<file path="src/rtl/core/kmcs_pkg.sv">
// Package for the key matrix column scanner.
// Holds the matrix geometry, widths, phase codes and the struct types.
// Used by the channel interfaces, kmcs_step and key_matrix_column_scanner.
package kmcs_pkg;

  localparam int ROWS     = 6;
  localparam int COLUMNS  = 8;
  localparam int MATRIX_W = 48;
  localparam int TIMER_W  = 16;
  localparam int SELECT_W = 3;
  localparam int ROW_W    = 6;
  localparam int COUNT_W  = (COLUMNS > 1) ? $clog2(COLUMNS) : 1;

  localparam logic [TIMER_W-1:0] SETTLE_RESET = 16'd5000;
  localparam logic [ROW_W-1:0]   GROUP1_MASK  = 6'h07;
  localparam logic [ROW_W-1:0]   GROUP2_MASK  = 6'h38;

  typedef enum logic [4:0] {
    PH_DRIVE_WAIT    = 5'b00001,
    PH_SAMPLE        = 5'b00010,
    PH_WAIT_COL_HIGH = 5'b00100,
    PH_WAIT_GROUP1   = 5'b01000,
    PH_WAIT_GROUP2   = 5'b10000
  } phase_t;

  typedef struct packed {
    phase_t                phase;
    logic [COUNT_W-1:0]    column;
    logic [TIMER_W-1:0]    timer;
    logic [MATRIX_W-1:0]   work;
    logic [MATRIX_W-1:0]   reported;
  } scan_state_t;

  typedef struct packed {
    logic             column_level;
    logic [ROW_W-1:0] row_levels;
  } item_t;

  typedef struct packed {
    logic [SELECT_W-1:0] column_select;
    logic                column_drive_low;
    logic                scan_done;
    logic                matrix_changed;
    logic [MATRIX_W-1:0] key_matrix;
  } result_t;

endpackage

</file>
<file path="src/rtl/core/kmcs_item_if.sv">
// Request channel carrying one timer tick with the sampled pin levels.
// Depends on kmcs_pkg for the field widths.
interface kmcs_item_if;
  import kmcs_pkg::*;

  logic             valid;
  logic             ready;
  logic             column_level;
  logic [ROW_W-1:0] row_levels;

  modport source(output valid, output column_level, output row_levels, input ready);
  modport sink(input valid, input column_level, input row_levels, output ready);
endinterface

</file>
<file path="src/rtl/core/kmcs_result_if.sv">
// Result channel carrying the column drive state and the reported matrix.
// Depends on kmcs_pkg for the field widths.
interface kmcs_result_if;
  import kmcs_pkg::*;

  logic                valid;
  logic                ready;
  logic [SELECT_W-1:0] column_select;
  logic                column_drive_low;
  logic                scan_done;
  logic                matrix_changed;
  logic [MATRIX_W-1:0] key_matrix;

  modport source(output valid, output column_select, output column_drive_low,
                 output scan_done, output matrix_changed, output key_matrix,
                 input ready);
  modport sink(input valid, input column_select, input column_drive_low,
               input scan_done, input matrix_changed, input key_matrix,
               output ready);
endinterface

</file>
<file path="src/rtl/core/kmcs_step.sv">
// Next-state and result logic of the scanner for one tick.
// Depends on kmcs_pkg for the state, item and result types.
module kmcs_step (
  input  kmcs_pkg::scan_state_t         state,
  input  kmcs_pkg::item_t               item,
  input  logic [kmcs_pkg::TIMER_W-1:0]  settle_timeout,
  output kmcs_pkg::scan_state_t         state_next,
  output kmcs_pkg::result_t             result
);
  import kmcs_pkg::*;

  logic [MATRIX_W-1:0] sampled;
  logic [TIMER_W-1:0]  timer_inc;
  logic                timeout_hit;
  logic [COUNT_W:0]    column_inc;
  logic                last_column;

  assign timer_inc   = state.timer + 1'b1;
  assign timeout_hit = (state.timer >= settle_timeout);
  assign column_inc  = {1'b0, state.column} + 1'b1;
  assign last_column = (column_inc >= (COUNT_W + 1)'(COLUMNS));

  // A low row means the key in the selected column is pressed.
  always_comb begin
    sampled = state.work;
    for (int b = 0; b < MATRIX_W; b++) begin
      if ((b / COLUMNS) < ROWS && COUNT_W'(b % COLUMNS) == state.column) begin
        sampled[b] = ~item.row_levels[b / COLUMNS];
      end
    end
  end

  always_comb begin
    state_next = state;
    result     = '0;
    case (state.phase)
      PH_DRIVE_WAIT: begin
        if (!item.column_level || timeout_hit) begin
          state_next.timer = '0;
          state_next.phase = PH_SAMPLE;
        end else begin
          state_next.timer = timer_inc;
        end
      end
      PH_SAMPLE: begin
        state_next.work  = sampled;
        state_next.timer = '0;
        state_next.phase = PH_WAIT_COL_HIGH;
      end
      PH_WAIT_COL_HIGH: begin
        if (item.column_level || timeout_hit) begin
          state_next.timer = '0;
          state_next.phase = PH_WAIT_GROUP1;
        end else begin
          state_next.timer = timer_inc;
        end
      end
      PH_WAIT_GROUP1: begin
        if ((item.row_levels & GROUP1_MASK) == GROUP1_MASK || timeout_hit) begin
          state_next.timer = '0;
          state_next.phase = PH_WAIT_GROUP2;
        end else begin
          state_next.timer = timer_inc;
        end
      end
      PH_WAIT_GROUP2: begin
        if ((item.row_levels & GROUP2_MASK) == GROUP2_MASK || timeout_hit) begin
          state_next.timer = '0;
          state_next.phase = PH_DRIVE_WAIT;
          if (last_column) begin
            state_next.column = '0;
            result.scan_done  = 1'b1;
            if (state.work != state.reported) begin
              state_next.reported   = state.work;
              result.matrix_changed = 1'b1;
            end
          end else begin
            state_next.column = column_inc[COUNT_W-1:0];
          end
        end else begin
          state_next.timer = timer_inc;
        end
      end
      default: begin
        state_next.phase = PH_DRIVE_WAIT;
        state_next.timer = '0;
      end
    endcase
    result.column_select    = SELECT_W'(state_next.column);
    result.column_drive_low = (state_next.phase == PH_DRIVE_WAIT) ||
                              (state_next.phase == PH_SAMPLE);
    result.key_matrix       = state_next.reported;
  end

endmodule

</file>
<file path="src/rtl/core/key_matrix_column_scanner.sv">
// Key matrix column scanner: one request per timer tick, one result per request.
// A request is registered in the request register and its step result in the result
// register; throughput is one request per cycle while the result is not stalled, set by
// the single update of the scan state register per tick.
// A stalled result holds the request register; both stages then hold their data.
// Reset (rst, synchronous) clears both stages, sets the phase to drive-and-wait-low,
// column and timer to zero, both matrices to zero and the settle timeout to 5000.
module key_matrix_column_scanner (
  input  logic                          clk,
  input  logic                          rst,
  kmcs_item_if.sink                     item,
  kmcs_result_if.source                 result,
  input  logic                          settle_timeout_we,
  input  logic [kmcs_pkg::TIMER_W-1:0]  settle_timeout_data
);
  import kmcs_pkg::*;

  logic               in_valid;
  item_t              in_data;
  logic               out_valid;
  result_t            out_data;
  scan_state_t        state;
  scan_state_t        state_next;
  result_t            step_result;
  logic [TIMER_W-1:0] settle_timeout;
  logic               advance;

  assign advance    = in_valid && (!out_valid || result.ready);
  assign item.ready = !in_valid || advance;

  kmcs_step u_step (
    .state          (state),
    .item           (in_data),
    .settle_timeout (settle_timeout),
    .state_next     (state_next),
    .result         (step_result)
  );

  always_ff @(posedge clk) begin
    if (rst) begin
      in_valid       <= 1'b0;
      out_valid      <= 1'b0;
      settle_timeout <= SETTLE_RESET;
      state.phase    <= PH_DRIVE_WAIT;
      state.column   <= '0;
      state.timer    <= '0;
      state.work     <= '0;
      state.reported <= '0;
    end else begin
      if (settle_timeout_we) begin
        settle_timeout <= settle_timeout_data;
      end
      if (item.ready) begin
        in_valid <= item.valid;
      end
      if (advance) begin
        state     <= state_next;
        out_valid <= 1'b1;
      end else if (result.ready) begin
        out_valid <= 1'b0;
      end
    end
  end

  always_ff @(posedge clk) begin
    if (item.valid && item.ready) begin
      in_data.column_level <= item.column_level;
      in_data.row_levels   <= item.row_levels;
    end
    if (advance) begin
      out_data <= step_result;
    end
  end

  assign result.valid            = out_valid;
  assign result.column_select    = out_data.column_select;
  assign result.column_drive_low = out_data.column_drive_low;
  assign result.scan_done        = out_data.scan_done;
  assign result.matrix_changed   = out_data.matrix_changed;
  assign result.key_matrix       = out_data.key_matrix;

endmodule

</file>
<file path="src/flat_wrapper.sv">
// flat-port wrapper written by rule: the top's interface ports become plain ports
module key_matrix_column_scanner_flat import kmcs_pkg::*;
  (clk, rst, settle_timeout_we, settle_timeout_data, item_valid, item_column_level, item_row_levels, item_ready, result_valid, result_column_select, result_column_drive_low, result_scan_done, result_matrix_changed, result_key_matrix, result_ready);
  kmcs_item_if item_i ();
  kmcs_result_if result_i ();
  input  logic clk;
  input  logic rst;
  input  logic settle_timeout_we;
  input  logic [kmcs_pkg::TIMER_W-1:0] settle_timeout_data;
  input wire logic [$bits(item_i.valid)-1:0] item_valid;
  input wire logic [$bits(item_i.column_level)-1:0] item_column_level;
  input wire logic [$bits(item_i.row_levels)-1:0] item_row_levels;
  output wire logic [$bits(item_i.ready)-1:0] item_ready;
  output wire logic [$bits(result_i.valid)-1:0] result_valid;
  output wire logic [$bits(result_i.column_select)-1:0] result_column_select;
  output wire logic [$bits(result_i.column_drive_low)-1:0] result_column_drive_low;
  output wire logic [$bits(result_i.scan_done)-1:0] result_scan_done;
  output wire logic [$bits(result_i.matrix_changed)-1:0] result_matrix_changed;
  output wire logic [$bits(result_i.key_matrix)-1:0] result_key_matrix;
  input wire logic [$bits(result_i.ready)-1:0] result_ready;
  assign item_i.valid = item_valid;
  assign item_i.column_level = item_column_level;
  assign item_i.row_levels = item_row_levels;
  assign item_ready = item_i.ready;
  assign result_valid = result_i.valid;
  assign result_column_select = result_i.column_select;
  assign result_column_drive_low = result_i.column_drive_low;
  assign result_scan_done = result_i.scan_done;
  assign result_matrix_changed = result_i.matrix_changed;
  assign result_key_matrix = result_i.key_matrix;
  assign result_i.ready = result_ready;
  key_matrix_column_scanner u_core (.clk(clk), .rst(rst), .item(item_i), .result(result_i), .settle_timeout_we(settle_timeout_we), .settle_timeout_data(settle_timeout_data));
endmodule
</file>
<file path="config.mk">
export PLATFORM = sky130hd
export DESIGN_NAME = key_matrix_column_scanner_flat
export DESIGN_NICKNAME = d
export VERILOG_FILES = /design/src/rtl/core/kmcs_pkg.sv /design/src/rtl/core/kmcs_item_if.sv /design/src/rtl/core/kmcs_result_if.sv /design/src/rtl/core/kmcs_step.sv /design/src/rtl/core/key_matrix_column_scanner.sv /design/src/flat_wrapper.sv
export SDC_FILE = /design/constraint.sdc
export NUM_CORES = 1
export LEC_CHECK = 0
export ABC_AREA = 1
export BUFFER_PORTS_ARGS = -buffer_cell sky130_fd_sc_hd__buf_2
export CORE_MARGIN = 2
export CORE_UTILIZATION = 55
export CTS_CLUSTER_DIAMETER = 100
export CTS_CLUSTER_SIZE = 25
export DETAILED_ROUTE_END_ITERATION = 8
export GPL_TIMING_DRIVEN = 1
export PLACE_DENSITY = 0.77
export SLEW_MARGIN = 10
export SYNTH_ARGS = -nofsm -noshare
export SYNTH_HDL_FRONTEND = slang
export SYNTH_SLANG_ARGS = --single-unit
</file>
<file path="constraint.sdc">
create_clock -name clk -period 3.24 [get_ports clk]
set_clock_uncertainty 0.15 [all_clocks]
set_input_delay 0.648 -clock clk [delete_from_list [all_inputs] [get_ports clk]]
set_output_delay 0.648 -clock clk [all_outputs]
set_load 0.01 [all_outputs]
</file>
==> impl_metrics.tcl <==
set metrics [dict create \
    outcome "finished clean" \
    worstSetupStartpoint "u_core.state[99]" \
    internal-power_w 0.00409 \
    ant_nets 0 \
    overflow 0 \
    start_kind "flip-flop" \
    yosysWarnings 0 \
    p_sw_w 0.00141 \
    dr.pass1.iters 5 \
    fin_setup_tns_ns 0 \
    seq_area_frac_synth_pct 44.3 \
    r2r_start "u_core.state[99]" \
    synth_area_per_cell_um2 7.32 \
    cts_buffers 17 \
    finalNetCount 1509 \
    comb_power_share_pct 11.0 \
    cts_tree "done" \
    powerDensity_mw_per_mm2 479 \
    synth-edff-count 61 \
    vias_per_cell 5.34 \
    tightest_slew_ns 0.729 \
    hold_depth 1 \
    utilization_pct 61.8 \
    cts_hold_buf 0 \
    synth.top_cells.by_area "dfxtp_1 27%, edfxtp_1 18%, nand2_1 14%" \
    cts_buffer_depth 2 \
    drv_cap 0 \
    num_antenna_cells 0 \
    slew_violations 0 \
    fmax_mhz 369 \
    post-route-period-util_pct 83.5 \
    power_frac_seq_pct 50.4 \
    num_rows 50 \
    globalRouteTotalUtil_pct 23.3 \
    slew_headroom_pct 51.0 \
    die_w_um 141 \
    root_buffer "clkbuf_16" \
    cts_resized 0 \
    critical_path_class "flip-flop to flip-flop" \
    design.die.area_mm2 0.0200 \
    drc 0 \
    place_inst 1673 \
    area_growth_pct 10.7 \
    postCtsSetupRepairBufs 0 \
    synthMostInstantiatedCell "nand2_1" \
    initial_core_util_pct 55.8 \
    portBuffers 83 \
    drtIter0Drc 613 \
    cts_max_level 4 \
    ir_drop_uv 410 \
    ios 84 \
    setup_violations 0 \
    clkPwrFrac_pct 38.7 \
    syn_area_mm2 0.0104 \
    hp-class "input port to flip-flop" \
    routedWlPerCell_um 13.6 \
    postSynth.asyncResetShare_pct 0 \
    required_ns 3.49 \
    worstHoldStart "item_row_levels[4]" \
    netlist_instances 1415 \
    dr_total_vias 9097 \
    clk_pin_slew_ns 0.07 \
    antenna_found_initial 0 \
    cp_data_arrival_time_ns 2.96 \
    dpl_cell_area_mm2 0.0109 \
    drive_above_1_share_pct 10.9 \
    synthTopCellsByCount "400 x nand2_1, 202 x inv_1, 138 x a21oi_1, 138 x dfxtp_1, 114 x o21ai_0" \
    design_area_mm2 0.0115 \
    synth_nets 1466 \
    fin_crit_ns 2.71 \
    rsz0062_at_grt "false" \
    synth_area_leader_cell "dfxtp_1" \
    wl_um 23200 \
    gp_congestion 0.877 \
    synth-seq-cells 199 \
    grt_start_max_net_pins 85 \
    reg2reg_depth 18 \
    cp_max_fo 56 \
    switching_share_pct 25.6 \
    cts.sinks 199 \
    fin_cells 1705 \
    synth.top_cell.area_share_pct 26.7 \
    leakagePower_nw 5.21 \
    ys.flop_type "dfxtp_1" \
    cp-end-kind "flip-flop" \
    coreArea_mm2 0.0186 \
    grt_pass1_vias 7997 \
    hold_viol_final 0 \
    synth.distinct_cells 39 \
    dp_hpwl_um 15100 \
    clock_latency_ns 0.45 \
    die_h_um 141 \
    grt_pass1_wl_um 38000 \
]
-- registers in the layout, indices dropped and copies added, names as in the netlist --
register                        cells
u_core.state                      120
u_core.result.key_matrix           48
u_core.settle_timeout              16
u_core.in_data                      7
u_core.result.column_select         3
u_core.in_valid                     1
u_core.result.column_drive_low      1
u_core.result.matrix_changed        1
u_core.result.scan_done             1
u_core.result.valid                 1
-- power by group through the flow --
stage | registers (W) | clock network, W | logic, W
after global placement | 0.00282 | 0 | 0.000587
after detailed placement | 0.00282 | 0 | 0.000600
after CTS | 0.00277 | 0.00214 | 0.000605
after global routing | 0.00278 | 0.00224 | 0.000688
after floorplan | 0.00282 | 0 | 0.000438
final | 0.00277 | 0.00212 | 0.000603
-- final timing paths --
| path | end | slack (ns) |
|---|---|---|
| setup / recovery | u_core.state[15] | 0.53 |
| setup reg to reg | u_core.state[15] | 0.53 |
| hold reg to reg | u_core.settle_timeout[4] | 0.32 |
| hold / removal | u_core.in_data[4] | 0.23 |
-- metal layers --
metal | routed length (µm) | global-route usage, % | up-vias
met3 | 1320 | 3.61 | 24
met5 | 0 | 0 | -
met2 | 10800 | 38.3 | 257
li1 | - | - | 4664
met1 | 10800 | 32.0 | 4152
met4 | 301 | 7.05 | 0
-- worst max-delay path: stages (launching register included) --
cell     delay, ns
dfxtp_1       0.37
ha_1          0.32
nand2_1       0.07
nor2_1        0.10
nor2_1        0.05
nand2_1       0.05
nand2_1       0.05
nand2_1       0.08
nand2_2       0.10
nand2_2       0.11
inv_2         0.05
nand2_4       0.35
buf_12        0.30
nand2_1       0.09
o21ai_1       0.09
nand2_1       0.09
nand3_1       0.11
nand2_1       0.06
inv_1         0.05
-- cell usage in the layout, fill, tap and decap left out, drive strengths merged, types with 23 or more instances in the layout --
master,n
a21oi,138
buf,101
dfxtp,138
edfxtp,61
ha,23
inv,214
nand2,404
nand3,85
nand4,25
nor2,34
o21ai,150
-- cell families after synthesis --
kind of cell | share of synthesized area [%]
mux | 1.30
xor+xnor | 2.03
buf+inv | 11.1
simple gates | 23.6
fa+ha+maj | 2.78
flops | 44.3
compound gates | 14.9
-- through the flow --
step                power (W)  setup WS [ns]  hold slack [ns]
floorplan             0.00326          0.669            0.285
global placement      0.00341          0.586            0.306
detailed placement    0.00342          0.564            0.310
CTS                   0.00551          0.512            0.220
global route          0.00571          0.214            0.224
finish                0.00550          0.533            0.226
-- layout make-up --
type,instances,area [µm²]
well taps,234,293
clock inverters,11,119
inverters,210,791
clock buffers,21,462
repair buffers,101,588
multi-input cells,929,4630
flip-flops and latches,199,4590
fillers,1598,7100
No activity file was read; power rests on OpenSTA's default activity.
